--- config.mk ---
export PLATFORM = sky130hd
export DESIGN_NAME = mp3_first_frame_header_scanner_unit_flat
export DESIGN_NICKNAME = d
export VERILOG_FILES = /design/src/sv/mp3ffh_pkg.sv /design/src/sv/mp3ffh_stream_if.sv /design/src/sv/mp3ffh_div.sv /design/src/sv/mp3ffh_scan.sv /design/src/sv/mp3_first_frame_header_scanner_unit.sv /design/src/flat_wrapper.sv
export SDC_FILE = /design/constraint.sdc
export NUM_CORES = 1
export LEC_CHECK = 0
export BUFFER_PORTS_ARGS = -buffer_cell sky130_fd_sc_hd__buf_2
export CAP_MARGIN = 10
export CORE_MARGIN = 2
export CORE_UTILIZATION = 25
export DETAILED_ROUTE_END_ITERATION = 12
export SKIP_LAST_GASP = 1
export SYNTH_ARGS = -nofsm -noshare
export SYNTH_HDL_FRONTEND = slang
export SYNTH_SLANG_ARGS = --single-unit
export TNS_END_PERCENT = 50
--- constraint.sdc ---
create_clock -name clk -period 2.8 [get_ports clk]
set_clock_uncertainty 0.15 [all_clocks]
set_input_delay 0.28 -clock clk [delete_from_list [all_inputs] [get_ports clk]]
set_output_delay 0.28 -clock clk [all_outputs]
set_load 0.02 [all_outputs]
--- src/sv/mp3ffh_pkg.sv ---
// Package for the MP3 first frame header scanner.
// Holds beat types, header decode tables and divider sizing; no dependencies.
`timescale 1ns / 1ps

package mp3ffh_pkg;

	localparam int POSITION_BITS_DEF    = 32;
	localparam int TAG_CHECK_OFFSET_DEF = 36;

	// Frame size quotient never exceeds 1440, so 11 quotient bits suffice
	localparam int QUO_BITS = 11;
	localparam int NUM_BITS = 26;
	localparam int DEN_BITS = 16;
	localparam int CNT_BITS = $clog2(QUO_BITS + 1);

	localparam logic [7:0]  SYNC_BYTE    = 8'hFF;
	localparam logic [7:0]  SYNC_MASK    = 8'hE0;
	localparam logic [7:0]  NOCRC_BYTE   = 8'hFB;
	localparam logic [23:0] ID3_MARK     = 24'h494433;
	localparam logic [31:0] XING_MARK    = 32'h58696E67;
	localparam logic [31:0] INFO_MARK    = 32'h496E666F;
	localparam logic [28:0] TAG_HDR_LEN  = 29'd10;

	typedef struct packed {
		logic [7:0] data_byte;
		logic       first_byte;
		logic       last_byte;
	} in_beat_t;

	typedef struct packed {
		logic        found;
		logic [31:0] header_offset;
		logic [31:0] audio_start;
		logic [1:0]  version_code;
		logic [1:0]  layer_code;
		logic [15:0] sample_rate_hz;
		logic [8:0]  bitrate_kbps;
		logic [10:0] frame_pcm_count;
		logic [10:0] frame_size_bytes;
		logic        vbr_tag;
		logic        layer3_nocrc;
		logic        id3v2_present;
	} result_t;

	// Scan outcome handed from the byte scanner to the sequencer
	typedef struct packed {
		logic        emit;
		logic        have;
		logic        vbr;
		logic        tag_seen;
		logic [31:0] header;
		logic [31:0] offset;
	} scan_res_t;

	function automatic logic [15:0] rate_hz(input logic [1:0] idx);
		logic [15:0] r;
		unique case (idx)
			2'd0:    r = 16'd44100;
			2'd1:    r = 16'd48000;
			2'd2:    r = 16'd32000;
			default: r = 16'd0;
		endcase
		return r;
	endfunction

	function automatic logic [8:0] kbps_val(input logic [3:0] idx);
		logic [8:0] k;
		unique case (idx)
			4'd1:    k = 9'd32;
			4'd2:    k = 9'd40;
			4'd3:    k = 9'd48;
			4'd4:    k = 9'd56;
			4'd5:    k = 9'd64;
			4'd6:    k = 9'd80;
			4'd7:    k = 9'd96;
			4'd8:    k = 9'd112;
			4'd9:    k = 9'd128;
			4'd10:   k = 9'd160;
			4'd11:   k = 9'd192;
			4'd12:   k = 9'd224;
			4'd13:   k = 9'd256;
			4'd14:   k = 9'd320;
			default: k = 9'd0;
		endcase
		return k;
	endfunction

	// 144 * kbps * 1000 for each bitrate index
	function automatic logic [NUM_BITS-1:0] frame_num(input logic [3:0] idx);
		logic [NUM_BITS-1:0] n;
		unique case (idx)
			4'd1:    n = NUM_BITS'(4608000);
			4'd2:    n = NUM_BITS'(5760000);
			4'd3:    n = NUM_BITS'(6912000);
			4'd4:    n = NUM_BITS'(8064000);
			4'd5:    n = NUM_BITS'(9216000);
			4'd6:    n = NUM_BITS'(11520000);
			4'd7:    n = NUM_BITS'(13824000);
			4'd8:    n = NUM_BITS'(16128000);
			4'd9:    n = NUM_BITS'(18432000);
			4'd10:   n = NUM_BITS'(23040000);
			4'd11:   n = NUM_BITS'(27648000);
			4'd12:   n = NUM_BITS'(32256000);
			4'd13:   n = NUM_BITS'(36864000);
			4'd14:   n = NUM_BITS'(46080000);
			default: n = '0;
		endcase
		return n;
	endfunction

	function automatic logic [10:0] frame_samples(input logic [1:0] ver, input logic [1:0] lay);
		logic [10:0] s;
		s = 11'd0;
		if (ver == 2'd3) begin
			if (lay == 2'd1 || lay == 2'd2) s = 11'd1152;
			else if (lay == 2'd3) s = 11'd384;
		end else begin
			if (lay == 2'd3) s = 11'd384;
			else if (lay == 2'd2) s = 11'd1152;
			else if (lay == 2'd1) s = 11'd576;
		end
		return s;
	endfunction

endpackage

--- src/sv/mp3ffh_stream_if.sv ---
// Valid/ready stream channel carrying one payload of type T per beat.
// Used for the byte input and result output; no dependencies.
`timescale 1ns / 1ps

interface mp3ffh_stream_if #(parameter type T = logic);
	logic valid;
	logic ready;
	T     data;

	modport source (output valid, output data, input ready);
	modport sink   (input valid, input data, output ready);
endinterface

--- src/sv/mp3ffh_div.sv ---
// Iterative restoring divider for the frame size, one quotient bit per cycle.
// Depends on mp3ffh_pkg for operand and quotient widths.
`timescale 1ns / 1ps

module mp3ffh_div
	import mp3ffh_pkg::*;
(
	input  logic                clk,
	input  logic                arst_n,
	input  logic                start,
	input  logic [NUM_BITS-1:0] num,
	input  logic [DEN_BITS-1:0] den,
	output logic                done,
	output logic [QUO_BITS-1:0] quo
);

	logic                busy_q;
	logic [CNT_BITS-1:0] cnt_q;
	logic [DEN_BITS-1:0] rem_q;
	logic [DEN_BITS-1:0] den_q;
	logic [QUO_BITS-1:0] quo_q;
	logic [DEN_BITS:0]   trial;
	logic                ge;

	// Shift in the next dividend bit and test against the divisor
	assign trial = {rem_q, quo_q[QUO_BITS-1]};
	assign ge    = trial >= {1'b0, den_q};
	assign done  = busy_q && (cnt_q == '0);
	assign quo   = quo_q;

	always_ff @(posedge clk or negedge arst_n) begin
		if (!arst_n) begin
			busy_q <= 1'b0;
			cnt_q  <= '0;
		end else if (start) begin
			busy_q <= 1'b1;
			cnt_q  <= CNT_BITS'(QUO_BITS);
		end else if (done) begin
			busy_q <= 1'b0;
		end else if (busy_q) begin
			cnt_q <= cnt_q - 1'b1;
		end
	end

	// Quotient fits QUO_BITS, so the upper dividend part starts below the divisor
	always_ff @(posedge clk) begin
		if (start) begin
			rem_q <= DEN_BITS'(num[NUM_BITS-1:QUO_BITS]);
			quo_q <= num[QUO_BITS-1:0];
			den_q <= den;
		end else if (busy_q && cnt_q != '0) begin
			rem_q <= ge ? DEN_BITS'(trial - {1'b0, den_q}) : trial[DEN_BITS-1:0];
			quo_q <= {quo_q[QUO_BITS-2:0], ge};
		end
	end

endmodule

--- src/sv/mp3ffh_scan.sv ---
// Byte scanner: ID3v2 skip, frame sync hunt, header capture and VBR tag check.
// Depends on mp3ffh_pkg for beat and scan result types.
`timescale 1ns / 1ps

module mp3ffh_scan
	import mp3ffh_pkg::*;
#(
	parameter int POSITION_BITS    = POSITION_BITS_DEF,
	parameter int TAG_CHECK_OFFSET = TAG_CHECK_OFFSET_DEF
) (
	input  logic      clk,
	input  logic      arst_n,
	input  logic      take,
	input  in_beat_t  beat,
	output scan_res_t res
);

	localparam int P  = POSITION_BITS;
	localparam int CW = (P > 30) ? P : 30;
	localparam int EW = P + 8;

	typedef enum logic [2:0] {
		PH_IDLE,
		PH_HEAD,
		PH_TAGSIZE,
		PH_HUNT,
		PH_TAGCHK,
		PH_DONE
	} phase_t;

	phase_t      phase_q, ph, ph_n;
	logic [P-1:0] pos_q, pos, pos_n;
	logic [31:0]  win_q, win_n;
	logic [28:0]  skip_q, skip, skip_n;
	logic [P-1:0] fstart_q, fstart, fstart_n;
	logic [31:0]  hdr_q, hdr, hdr_n;
	logic         tag_q, tag_n;
	logic         active;
	logic         pos_sat;
	logic         sync_hit;
	logic         chk_hit;
	logic         vbr;
	logic [27:0]  id3_len;
	logic [31:0]  off32;
	logic         res_emit;
	logic         res_have;
	logic         res_vbr;

	// A first byte restarts everything before the byte is processed
	always_comb begin
		ph     = beat.first_byte ? PH_HEAD : phase_q;
		pos    = beat.first_byte ? '0 : pos_q;
		skip   = beat.first_byte ? '0 : skip_q;
		fstart = beat.first_byte ? '0 : fstart_q;
		hdr    = beat.first_byte ? '0 : hdr_q;
		win_n  = {(beat.first_byte ? 24'd0 : win_q[23:0]), beat.data_byte};
	end

	assign active   = (ph != PH_IDLE) && (ph != PH_DONE);
	assign pos_sat  = (pos == '1);
	assign id3_len  = {win_n[30:24], win_n[22:16], win_n[14:8], win_n[6:0]};
	assign sync_hit = !pos_sat
		&& (CW'(pos) >= CW'(skip) + CW'(3))
		&& (win_n[31:24] == SYNC_BYTE)
		&& ((win_n[23:16] & SYNC_MASK) == SYNC_MASK);
	assign chk_hit  = !pos_sat
		&& (EW'(pos) == EW'(fstart) + EW'(TAG_CHECK_OFFSET + 3));
	assign vbr      = (win_n == XING_MARK) || (win_n == INFO_MARK);

	// Advance the scan phase for this byte
	always_comb begin
		ph_n     = ph;
		skip_n   = skip;
		fstart_n = fstart;
		hdr_n    = hdr;
		tag_n    = beat.first_byte ? 1'b0 : tag_q;
		res_emit = 1'b0;
		res_have = 1'b0;
		res_vbr  = 1'b0;
		unique case (ph)
			PH_HEAD: begin
				if (pos == P'(2)) begin
					if (win_n[23:0] == ID3_MARK) begin
						tag_n = 1'b1;
						ph_n  = PH_TAGSIZE;
					end else begin
						ph_n = PH_HUNT;
					end
				end
			end
			PH_TAGSIZE: begin
				if (pos == P'(9)) begin
					skip_n = {1'b0, id3_len} + TAG_HDR_LEN;
					ph_n   = PH_HUNT;
				end
			end
			PH_HUNT: begin
				if (sync_hit) begin
					hdr_n    = win_n;
					fstart_n = pos - P'(3);
					ph_n     = PH_TAGCHK;
				end
			end
			PH_TAGCHK: begin
				if (chk_hit) begin
					res_emit = 1'b1;
					res_have = 1'b1;
					res_vbr  = vbr;
					ph_n     = PH_DONE;
				end
			end
			default: begin
			end
		endcase
		// Close out the file at its final byte
		if (!res_emit && beat.last_byte) begin
			res_emit = 1'b1;
			res_have = (ph_n == PH_TAGCHK);
			ph_n     = PH_DONE;
		end
		if (!active) res_emit = 1'b0;
	end

	assign pos_n = pos_sat ? pos : pos + 1'b1;

	// Saturate the frame offset to 32 bits
	generate
		if (P > 32) begin : g_sat
			assign off32 = (|fstart_n[P-1:32]) ? 32'hFFFF_FFFF : fstart_n[31:0];
		end else begin : g_ext
			assign off32 = 32'(fstart_n);
		end
	endgenerate

	assign res = {res_emit, res_have, res_vbr, tag_n, hdr_n, off32};

	always_ff @(posedge clk or negedge arst_n) begin
		if (!arst_n) begin
			phase_q  <= PH_IDLE;
			pos_q    <= '0;
			win_q    <= '0;
			skip_q   <= '0;
			fstart_q <= '0;
			hdr_q    <= '0;
			tag_q    <= 1'b0;
		end else if (take && active) begin
			phase_q  <= ph_n;
			pos_q    <= pos_n;
			win_q    <= win_n;
			skip_q   <= skip_n;
			fstart_q <= fstart_n;
			hdr_q    <= hdr_n;
			tag_q    <= tag_n;
		end
	end

endmodule

--- src/sv/mp3_first_frame_header_scanner_unit.sv ---
// MP3 first frame header scanner: takes one file byte per beat and reports the first frame.
// Sequence: a result with a known sample rate goes through the restoring divider (one frame size
// bit per cycle) before it is offered on result_out; any other result is offered directly.
// Throughput: 1 byte per cycle while scanning; input stalls while dividing or holding a result.
// Reset: arst_n clears the scan to idle; bytes are ignored until one marked first_byte.
// Depends on mp3ffh_pkg, mp3ffh_stream_if, mp3ffh_scan and mp3ffh_div.
`timescale 1ns / 1ps

module mp3_first_frame_header_scanner_unit
	import mp3ffh_pkg::*;
#(
	parameter int POSITION_BITS    = POSITION_BITS_DEF,
	parameter int TAG_CHECK_OFFSET = TAG_CHECK_OFFSET_DEF
) (
	input logic              clk,
	input logic              arst_n,
	mp3ffh_stream_if.sink    byte_in,
	mp3ffh_stream_if.source  result_out
);

	typedef enum logic [1:0] {
		S_TAKE,
		S_DIV,
		S_SEND
	} state_t;

	state_t        state_q;
	result_t       out_q;
	scan_res_t     res;
	in_beat_t      beat;
	logic          take;
	logic          div_start;
	logic          div_done;
	logic [QUO_BITS-1:0] quo;
	logic [1:0]    rate_idx;
	logic [3:0]    kbps_idx;
	logic [15:0]   rate;
	logic [32:0]   audio_sum;

	assign beat           = byte_in.data;
	assign byte_in.ready  = (state_q == S_TAKE);
	assign take           = byte_in.valid && byte_in.ready;
	assign result_out.valid = (state_q == S_SEND);
	assign result_out.data  = out_q;

	assign rate_idx  = res.header[11:10];
	assign kbps_idx  = res.header[15:12];
	assign rate      = rate_hz(rate_idx);
	assign div_start = take && res.emit && res.have && (rate != '0);
	assign audio_sum = {1'b0, out_q.header_offset} + 33'(quo);

	mp3ffh_scan #(
		.POSITION_BITS    (POSITION_BITS),
		.TAG_CHECK_OFFSET (TAG_CHECK_OFFSET)
	) u_scan (
		.clk    (clk),
		.arst_n (arst_n),
		.take   (take),
		.beat   (beat),
		.res    (res)
	);

	mp3ffh_div u_div (
		.clk    (clk),
		.arst_n (arst_n),
		.start  (div_start),
		.num    (frame_num(kbps_idx)),
		.den    (rate),
		.done   (div_done),
		.quo    (quo)
	);

	// Sequence: capture the decoded header, run the divider, hold the result
	always_ff @(posedge clk or negedge arst_n) begin
		if (!arst_n) begin
			state_q <= S_TAKE;
			out_q   <= '0;
		end else begin
			unique case (state_q)
				S_TAKE: begin
					if (take && res.emit) begin
						out_q.found             <= res.have;
						out_q.header_offset     <= res.have ? res.offset : 32'd0;
						out_q.audio_start       <= res.have ? res.offset : 32'd0;
						out_q.version_code      <= res.have ? res.header[20:19] : 2'd0;
						out_q.layer_code        <= res.have ? res.header[18:17] : 2'd0;
						out_q.sample_rate_hz    <= res.have ? rate : 16'd0;
						out_q.bitrate_kbps      <= res.have ? kbps_val(kbps_idx) : 9'd0;
						out_q.frame_pcm_count   <= res.have ?
							frame_samples(res.header[20:19], res.header[18:17]) : 11'd0;
						out_q.frame_size_bytes  <= 11'd0;
						out_q.vbr_tag           <= res.have && res.vbr;
						out_q.layer3_nocrc      <= res.have && (res.header[23:16] == NOCRC_BYTE);
						out_q.id3v2_present     <= res.tag_seen;
						state_q <= div_start ? S_DIV : S_SEND;
					end
				end
				S_DIV: begin
					if (div_done) begin
						out_q.frame_size_bytes <= quo;
						out_q.audio_start      <= audio_sum[32] ? 32'hFFFF_FFFF : audio_sum[31:0];
						state_q <= S_SEND;
					end
				end
				S_SEND: begin
					if (result_out.ready) state_q <= S_TAKE;
				end
				default: state_q <= S_TAKE;
			endcase
		end
	end

endmodule
--- src/flat_wrapper.sv ---
// flat-port wrapper written by rule: the top's interface ports become plain ports
module mp3_first_frame_header_scanner_unit_flat import mp3ffh_pkg::*;
#(
	parameter int POSITION_BITS    = POSITION_BITS_DEF,
	parameter int TAG_CHECK_OFFSET = TAG_CHECK_OFFSET_DEF
)
  (clk, arst_n, byte_in_valid, byte_in_data, byte_in_ready, result_out_valid, result_out_data, result_out_ready);
  mp3ffh_stream_if byte_in_i ();
  mp3ffh_stream_if result_out_i ();
  input logic clk;
  input logic arst_n;
  input wire logic [$bits(byte_in_i.valid)-1:0] byte_in_valid;
  input wire logic [$bits(byte_in_i.data)-1:0] byte_in_data;
  output wire logic [$bits(byte_in_i.ready)-1:0] byte_in_ready;
  output wire logic [$bits(result_out_i.valid)-1:0] result_out_valid;
  output wire logic [$bits(result_out_i.data)-1:0] result_out_data;
  input wire logic [$bits(result_out_i.ready)-1:0] result_out_ready;
  assign byte_in_i.valid = byte_in_valid;
  assign byte_in_i.data = byte_in_data;
  assign byte_in_ready = byte_in_i.ready;
  assign result_out_valid = result_out_i.valid;
  assign result_out_data = result_out_i.data;
  assign result_out_i.ready = result_out_ready;
  mp3_first_frame_header_scanner_unit #(.POSITION_BITS(POSITION_BITS), .TAG_CHECK_OFFSET(TAG_CHECK_OFFSET)) u_core (.clk(clk), .arst_n(arst_n), .byte_in(byte_in_i), .result_out(result_out_i));
endmodule
==> results of run 1 <==
==> final timing paths <==
path | startpoint | endpoint | slack [ps] | depth (start not counted)
min | arst_n | u_core.u_div.cnt_q[0] | -20 | 1
max reg2reg | u_core.u_scan.pos_q[0] | u_core.u_scan.pos_q[9] | 400 | 6
min reg2reg | u_core.u_scan.pos_q[15] | u_core.u_scan.pos_q[15] | 340 | 1
min in group clk | byte_in_data | u_core.u_scan.phase_q[1] | 100 | 2
max | u_core.u_scan.pos_q[0] | u_core.u_scan.pos_q[9] | 400 | 6
max in group asynchronous | arst_n | u_core.u_scan.pos_q[12] | 1940 | 1
==> layout make-up <==
cell class	instances	area, um2	area share [%]
multi-input combinational	167	1140	46.1
clock buffer	7	76.3	3.08
timing repair buffer	9	52.6	2.12
tap	108	135	5.45
inverter	6	22.5	0.908
sequential	42	1050	42.4
==> power by group <==
part,leakage [uW],switching [uW],internal (uW)
Combinational,0.000454,14.6,2.54
Sequential,0.000582,0.00000000465,606
Clock,0.0000383,194,172
==> worst max-delay path, stage by stage (launching register included) <==
cell	delay, ps
dfrtp_1	460
ha_1	270
and4_1	290
nand4_1	270
o31ai_4	560
nor3_1	110
xor2_1	160
==> cell families (layout without fill, tap and decap cells) <==
logic type,Yosys count,after routing,synth area share (%)
simple gates,108,108,27.2
xor+xnor,32,32,12.6
other cells,1,1,0.168
compound gates,22,22,9.15
fa+ha+maj,4,4,2.25
flops,42,42,47.2
buf+inv,8,22,1.52
==> flip-flops by register name, summed over array words and instances (netlist names) <==
signal                 cells
u_core.u_div.cnt_q         4
u_core.u_div.busy_q        1
u_core.u_scan.phase_q      3
u_core.u_scan.pos_q       32
u_core.state_q             2
==> layout by cell type, fill, tap and decap left out, types with 4 or more instances in the layout <==
cell type and instances:
nor3_1 9, buf_2 6, xor2_1 12, ha_1 4
and4_1 7, nor3b_1 4, and3_1 5, inv_1 6
nand4_1 13, nor2_1 9, xnor2_1 20, nor4_1 9
dfrtp_1 42, nand3_1 13, clkbuf_8 5, nand2_1 23
==> per-stage QoR <==
step / hold WS, ps / setup slack (ps) / instances / cell area [um2] / total power (uW)
floorplan: -166 / 586 / 217 / 2230 / 621
global placement: 331 / 446 / 332 / 2400 / 636
detailed placement: 336 / 427 / 332 / 2400 / 637
CTS: 28.1 / 397 / 339 / 2480 / 1000
global route: 47.2 / 199 / 339 / 2480 / 1030
finish: -17.4 / 400 / 339 / 2480 / 988
==> layer usage <==
| metal | track usage (%) | share of wire [%] |
|---|---|---|
| met1 | 12.2 | 49 |
| met2 | 15.0 | 46 |
| met3 | 3.40 | 3.6 |
| met4 | 3.58 | 1.5 |
| met5 | 0 | 0 |
==> flow_metrics.py, run 1 <==
metrics = {
    "status": {
        "status": "finished, violations left",
        "violations": "negative hold slack",
    },
    "global_route": {
        "grt_use_total_pct": 9.58,
        "antenna_found_initial": 0,
        "overflow": 0,
        "grt_max_degree": 43,
        "grt_pass1_vias": 1637,
        "grt_pass1_wl_um": 7580,
    },
    "timing": {
        "finalCritPeriodShare_pct": 85.7,
        "period_minus_slack_ps": 2400,
        "hold_viol": 42,
        "fin_tns_setup_ps": 0,
        "worst_pin_slew_ps": 931,
        "finalSetupViolations": 0,
        "fmax_ghz": 0.417,
        "fin_hold_ws_ps": -17.4,
        "slew_headroom_pct": 37.9,
        "rsz0062_at_grt": "false",
        "maxSlewViolCount": 0,
    },
    "synth": {
        "synthFlopType": "dfrtp_1",
        "syn_area_mm2": 0.00223,
        "synth.most_common_cell": "dfrtp_1",
        "synthTopCellsByArea": "dfrtp_1 47%, xnor2_1 7.9%, xor2_1 4.7%",
        "synth_nets": 226,
        "synth.yosys.seq_area_share_pct": 47.2,
        "synth_edf_count": 0,
        "synth_top_area_share_pct": 47.2,
        "ys_top_cells_by_count": "42 x dfrtp_1, 23 x nand2_1, 20 x xnor2_1",
        "synthCells": 217,
        "post_synth.cell_area_avg_um2": 10.3,
        "yosysWarningCount": 0,
        "synth_area_leader_cell": "dfrtp_1",
        "ys_types": 42,
        "async_reset_ff_share_pct": 100,
        "ys_ff_latch": 42,
    },
    "route": {
        "firstDrtPassIters": 5,
        "viasPerCell": 4.84,
        "wirelength_um": 4290,
        "drc": 0,
        "ant_nets": 0,
        "drt_iter0_drc": 66,
        "avgRoutedWirePerCell_um": 12.6,
        "dr_total_vias": 1640,
    },
    "layout": {
        "final_layout_size_suffix_gt1_share_pct": 9.96,
        "post-route-util_pct": 28.6,
        "antenna_cells": 0,
        "num-fill-cells": 935,
        "nNetsFinal": 240,
        "syn_to_final_growth_pct": 11.3,
    },
    "job": {
        "max_cap_violations": 0,
    },
    "clock_tree": {
        "clk_latency_ps": 290,
        "postCtsHoldBufs": 0,
        "cts_sinks": 42,
        "cts_setup_buffers": 0,
        "ctsResizeCount": 0,
        "tritoncts": "done",
        "numCtsBuffers": 5,
        "cts.reportedPaths.clkPinSlew_ps": 80,
        "htreeDepth": 2,
        "cts-root-buf": "clkbuf_8",
        "clock_path_buffers": 2,
    },
    "die": {
        "fp.dieW_um": 98.4,
        "dieArea_mm2": 0.00968,
        "fp.dieH_um": 98.4,
        "start_util_pct": 25.7,
        "placementRows": 34,
        "core-area_mm2": 0.00868,
        "io_pins": 8,
    },
    "place": {
        "place.gp.congestion": 0.746,
        "hpwl_um": 3030,
        "portBuffers": 6,
    },
    "worst_setup_path": {
        "arrival_ps": 2420,
        "worst-path-max-fanout": 10,
        "required_ps": 2820,
        "criticalPathCategory": "reg2reg",
        "start_kind": "register",
        "cp-end-kind": "register",
    },
    "power_and_ir_drop": {
        "power.density_mw_per_mm2": 398,
        "max-vdd-ir-drop_mv": 0.177,
        "leakage_uw": 0.00107,
    },
    "min_path": {
        "hp-class": "in2async",
    },
}
No activity file was read; power rests on OpenSTA's default activity.
==> run 2: changes to the inputs <==
--- a/config.mk
+++ b/config.mk
@@ -10,6 +10,7 @@
 export CORE_MARGIN = 2
 export CORE_UTILIZATION = 25
 export DETAILED_ROUTE_END_ITERATION = 12
+export HOLD_SLACK_MARGIN = 0.05
 export SKIP_LAST_GASP = 1
 export SYNTH_ARGS = -nofsm -noshare
 export SYNTH_HDL_FRONTEND = slang
==> run 2 against run 1 <==
Compared with the run above:
- the flow now finishes without violations
- critical path type unchanged
- highest routed layer unchanged
- maximum frequency rose by 0.41%
- count of clock-buffer cells in the layout did not move
- non-clock buffer count rose by 1
- worst hold slack improved by 120 ps
- critical path depth did not move
==> flow_metrics.py, run 2 (synthesis results as in run 1) <==
metrics = {
    "route": {
        "ant_nets": 0,
        "firstDrtPassIters": 4,
        "avgRoutedWirePerCell_um": 12.5,
        "drt_iter0_drc": 80,
        "viasPerCell": 4.81,
        "dr_total_vias": 1635,
        "wirelength_um": 4250,
        "drc": 0,
    },
    "timing": {
        "worst_slack_ps": 410,
        "rsz0062_at_grt": "false",
        "finalSetupViolations": 0,
        "worst_pin_slew_ps": 938,
        "fin_tns_setup_ps": 0,
        "fmax_ghz": 0.418,
        "maxSlewViolCount": 0,
        "period_minus_slack_ps": 2390,
        "slew_headroom_pct": 37.5,
        "finalCritPeriodShare_pct": 85.4,
        "fin_hold_ws_ps": 102,
        "hold_viol": 0,
    },
    "place": {
        "place_ws_ps": 427,
        "hpwl_um": 3030,
        "portBuffers": 6,
        "place.gp.congestion": 0.746,
        "dp.cells": 332,
        "place_area_mm2": 0.00240,
    },
    "power_and_ir_drop": {
        "p_comb_share_pct": 1.8,
        "power.density_mw_per_mm2": 396,
        "clkPwrFrac_pct": 36.7,
        "internal_power_uw": 781,
        "swShare_pct": 20.7,
        "leakage_uw": 0.00108,
        "switchingPower_uw": 204,
        "max-vdd-ir-drop_mv": 0.177,
        "power_frac_seq_pct": 61.5,
    },
    "layout": {
        "top_register": "u_core.u_scan.pos_q",
        "postLayoutCellArea_mm2": 0.00249,
        "reg.largest.list": "u_core.u_scan.pos_q x32, u_core.u_div.cnt_q x4, u_core.u_scan.phase_q x3",
        "final_cell_count_no_fill": 340,
        "final_layout_size_suffix_gt1_share_pct": 9.91,
        "largest_register_ffs": 32,
        "antenna_cells": 0,
        "final_cell_mix": "42 x dfrtp_1, 23 x nand2_1, 20 x xnor2_1",
        "final_common_cell": "dfrtp_1",
        "nNetsFinal": 241,
        "syn_to_final_growth_pct": 11.8,
    },
    "worst_setup_path": {
        "rrSetupSlack_ps": 410,
        "required_ps": 2810,
        "cp-end-kind": "register",
        "criticalPathCategory": "reg2reg",
        "worst-path-max-fanout": 10,
        "start_kind": "register",
        "arrival_ps": 2400,
    },
    "die": {
        "fp.dieH_um": 98.4,
        "dieArea_mm2": 0.00968,
        "placementRows": 34,
        "start_util_pct": 25.7,
        "io_pins": 8,
        "core-area_mm2": 0.00868,
        "fp.dieW_um": 98.4,
    },
    "job": {
        "max_cap_violations": 0,
    },
    "status": {
        "status": "finished, final reports clean",
    },
    "clock_tree": {
        "htreeDepth": 2,
        "cts-root-buf": "clkbuf_8",
        "numCtsBuffers": 5,
        "cts_sinks": 42,
        "ctsResizeCount": 0,
        "clock_path_buffers": 2,
        "clk_latency_ps": 290,
        "tritoncts": "done",
        "cts.reportedPaths.clkPinSlew_ps": 70,
    },
    "min_path": {
        "hp-class": "in2reg",
    },
    "global_route": {
        "grt_max_degree": 43,
        "grt_pass1_vias": 1637,
        "grt_pass1_wl_um": 7580,
        "overflow": 0,
        "antenna_found_initial": 0,
        "grt_use_total_pct": 9.58,
    },
}
run 2: cell types whose count changed in the layout (fill, tap and decap cells not counted):
cell           delta
dlygate4sd3_1     +1
run 2: what timing repair did:
| action | 4_1_cts | 5_1_grt |
|---|---|---|
| endpoints found under the hold margin | 42 | 0 |
| hold buffers | 1 | 0 |
| buffers inserted | 0 | 0 |
run 2: final cells by class:
cell class | count | area [um2]
multi-input cells | 167 | 1140
well taps | 108 | 135
inverters | 6 | 22.5
fillers | 934 | 6190
clock buffers | 7 | 76.3
repair buffers | 10 | 62.6
flip-flops and latches | 42 | 1050
run 2: routing by layer:
layer,vias to the layer above,global-route usage (%),routed length [um]
li1,817,-,-
met1,798,12.2,2080
met2,16,15.0,1980
met3,4,3.40,138
met4,0,3.58,51
met5,-,0,0
run 2: worst paths after layout:
kind / start / endpoint / cells after the start
worst max-delay path: u_core.u_scan.pos_q[0] / u_core.u_scan.pos_q[9] / 6
worst min register to register: u_core.u_scan.pos_q[15] / u_core.u_scan.pos_q[15] / 1
worst max register to register: u_core.u_scan.pos_q[0] / u_core.u_scan.pos_q[9] / 6
min in group asynchronous: arst_n / u_core.u_div.cnt_q[0] / 2
worst min-delay path: byte_in_data / u_core.u_scan.phase_q[1] / 2
max in group asynchronous: arst_n / u_core.u_scan.pos_q[12] / 2
run 2: critical path, stage by stage (launching register included):
cell     delay [ps]
dfrtp_1         460
ha_1            270
and4_1          290
nand4_1         270
o31ai_4         560
nor3_1          110
xor2_1          160
run 2: power groups by stage:
stage          clock network, uW  logic (uW)  registers (uW)
2_1_floorplan                  0        3.19             618
3_3_place_gp                   0        18.2             618
3_5_place_dp                   0        18.5             618
4_1_cts                      375        19.6             606
5_1_grt                      404        21.4             606
6_report                     361        18.1             606
run 2: through the flow:
step	util [%]	total power [uW]
final	28.7	986
after global routing	28.7	1030
after CTS	28.7	1000
after detailed placement	27.7	637
after global placement	27.7	636
after floorplan	-	621
==> run 3: changes to the inputs <==
==> constraint.sdc (replaced) <==
create_clock -name clk -period 2.8 [get_ports clk]
set_clock_uncertainty 0.15 [all_clocks]
set_input_delay 0.42 -clock clk [delete_from_list [all_inputs] [get_ports clk]]
set_output_delay 0.42 -clock clk [all_outputs]
set_load 0.02 [all_outputs]
==> run 3 against run 2 <==
Compared with the run above:
- sequential share of layout area down 0.21 points
- clock power is 13% higher
- utilization grew 0.14 points
- maximum frequency about the same
- via count about the same
- setup slack improved by 0.74 ps
- total power is 4.5% higher
- die area stayed put
- combinational power fell by 6%
- critical endpoint is now u_core.u_div.cnt_q[2]
- largest power group unchanged
==> flow_metrics.py, run 3 (synthesis results as in run 1) <==
metrics = {
    "global_route": {
        "overflow": 0,
        "grt_use_total_pct": 9.28,
        "grt_max_degree": 43,
        "antenna_found_initial": 0,
        "grt_pass1_vias": 1590,
        "grt_pass1_wl_um": 7330,
    },
    "layout": {
        "nNetsFinal": 241,
        "num-fill-cells": 892,
        "top_register": "u_core.u_scan.pos_q",
        "final_cell_mix": "42 x dfrtp_1, 23 x nand2_1, 20 x xnor2_1",
        "reg.largest.list": "u_core.u_scan.pos_q x32, u_core.u_div.cnt_q x4, u_core.u_scan.phase_q x3",
        "antenna_cells": 0,
        "post-route-util_pct": 28.8,
        "final_common_cell": "dfrtp_1",
        "largest_register_ffs": 32,
        "syn_to_final_growth_pct": 12.4,
        "final_cell_count_no_fill": 341,
        "final_layout_size_suffix_gt1_share_pct": 11.2,
    },
    "route": {
        "dr_total_vias": 1634,
        "avgRoutedWirePerCell_um": 12.6,
        "viasPerCell": 4.79,
        "drc": 0,
        "routed-wl-met2_um": 1970,
        "ant_nets": 0,
        "wl_met3_um": 157,
        "top_layer": "met4",
        "firstDrtPassIters": 4,
        "wirelength_um": 4300,
        "wl_met1_um": 2130,
        "drt_iter0_drc": 50,
    },
    "clock_tree": {
        "htreeDepth": 2,
        "clk_latency_ps": 290,
        "clock_path_buffers": 2,
        "ctsResizeCount": 0,
        "tritoncts": "done",
        "postCtsHoldBufs": 0,
        "cts_sinks": 42,
        "cts-root-buf": "clkbuf_8",
        "cts_setup_buffers": 0,
        "cts.reportedPaths.clkPinSlew_ps": 80,
        "numCtsBuffers": 5,
    },
    "power_and_ir_drop": {
        "leakage_uw": 0.00109,
        "power.density_mw_per_mm2": 411,
        "max-vdd-ir-drop_mv": 0.172,
    },
    "place": {
        "hpwl_um": 3050,
        "place.gp.congestion": 0.752,
        "place_ws_ps": 376,
        "portBuffers": 6,
        "dp.cells": 333,
    },
    "worst_setup_path": {
        "slowest_stage": "or4_1",
        "arrival_ps": 2420,
        "required_ps": 2840,
        "cp_num_buf_inv": 0,
        "crit_family": "simple AND/OR/NAND/NOR gates",
        "crit_chain": "nor3b_1 -> o21ai_0 -> or4_1 -> o22a_4 -> a21boi_2",
        "cp-end-kind": "register",
        "max_stage_delay_ps": 620,
        "criticalPathCategory": "reg2reg",
        "start_kind": "register",
        "worst-path-max-fanout": 7,
    },
    "timing": {
        "maxSlewViolCount": 0,
        "finalSetupViolations": 0,
        "hold_viol": 0,
        "worst_slack_ps": 410,
        "rsz0062_at_grt": "false",
        "period_minus_slack_ps": 2390,
        "fin_tns_setup_ps": 0,
        "worst_pin_slew_ps": 939,
        "slew_headroom_pct": 37.4,
        "finalCritPeriodShare_pct": 85.3,
        "fmax_ghz": 0.418,
    },
    "die": {
        "start_util_pct": 25.7,
        "fp.dieH_um": 98.4,
        "fp.dieW_um": 98.4,
        "dieArea_mm2": 0.00968,
        "io_pins": 8,
        "placementRows": 34,
        "core-area_mm2": 0.00868,
    },
    "status": {
        "status": "finished, final reports clean",
    },
    "job": {
        "max_cap_violations": 0,
    },
    "min_path": {
        "hp-class": "in2async",
    },
}
## run 3: changes by cell type in the layout (fill, tap and decap cells not counted)
cell,previous run,this run
clkinv_2,0,1
clkbuf_8,5,6
clkbuf_1,2,1
dlygate4sd3_1,1,0
buf_4,3,4
## run 3: report_power, final
part / total [uW] / internal (uW) / switching [uW]
combinational: 17.0 / 2.53 / 14.5
sequential: 606 / 606 / 0.00000000425
clock: 407 / 199 / 208
total: 1030 / 808 / 223
## run 3: worst paths after layout
| kind | slack (ps) | to | startpoint | cells after the start |
|---|---|---|---|---|
| min in group clk | 220 | u_core.u_scan.phase_q[1] | byte_in_data | 2 |
| setup / recovery | 410 | u_core.u_div.cnt_q[2] | u_core.state_q[0] | 5 |
| hold / removal | 110 | u_core.u_scan.phase_q[1] | arst_n | 1 |
| max in group asynchronous | 1790 | u_core.u_scan.pos_q[17] | arst_n | 1 |
| setup reg to reg | 410 | u_core.u_div.cnt_q[2] | u_core.state_q[0] | 5 |
| hold reg to reg | 360 | u_core.u_scan.pos_q[31] | u_core.u_scan.pos_q[31] | 1 |
## run 3: worst reg2reg max path, stage by stage (launching register included)
cell and delay [ps]:
dfrtp_1 420, nor3b_1 340, o21ai_0 330, or4_1 620
o22a_4 270, a21boi_2 150
## run 3: final cells by class
cell class,instances,area (um2),share of cell area (%)
clock buffer,7,86.3,3.45
clock inverter,1,5.00,0.200
inverter,6,22.5,0.900
multi-input combinational,167,1140,45.7
sequential,42,1050,42.0
tap,108,135,5.40
timing repair buffer,10,60.1,2.40
## run 3: metal layers
metal	global-route usage, %	up-vias
li1	-	822
met1	12.0	785
met2	15.0	22
met3	2.98	5
met4	2.53	0
met5	0	-
## run 3: stage by stage
stage	hold WS [ps]	cell area, um2	total power [uW]
after global routing	196	2500	1070
after global placement	337	2410	636
after detailed placement	345	2410	636
after CTS	151	2500	1040
final	114	2500	1030
after floorplan	-25.6	2230	621
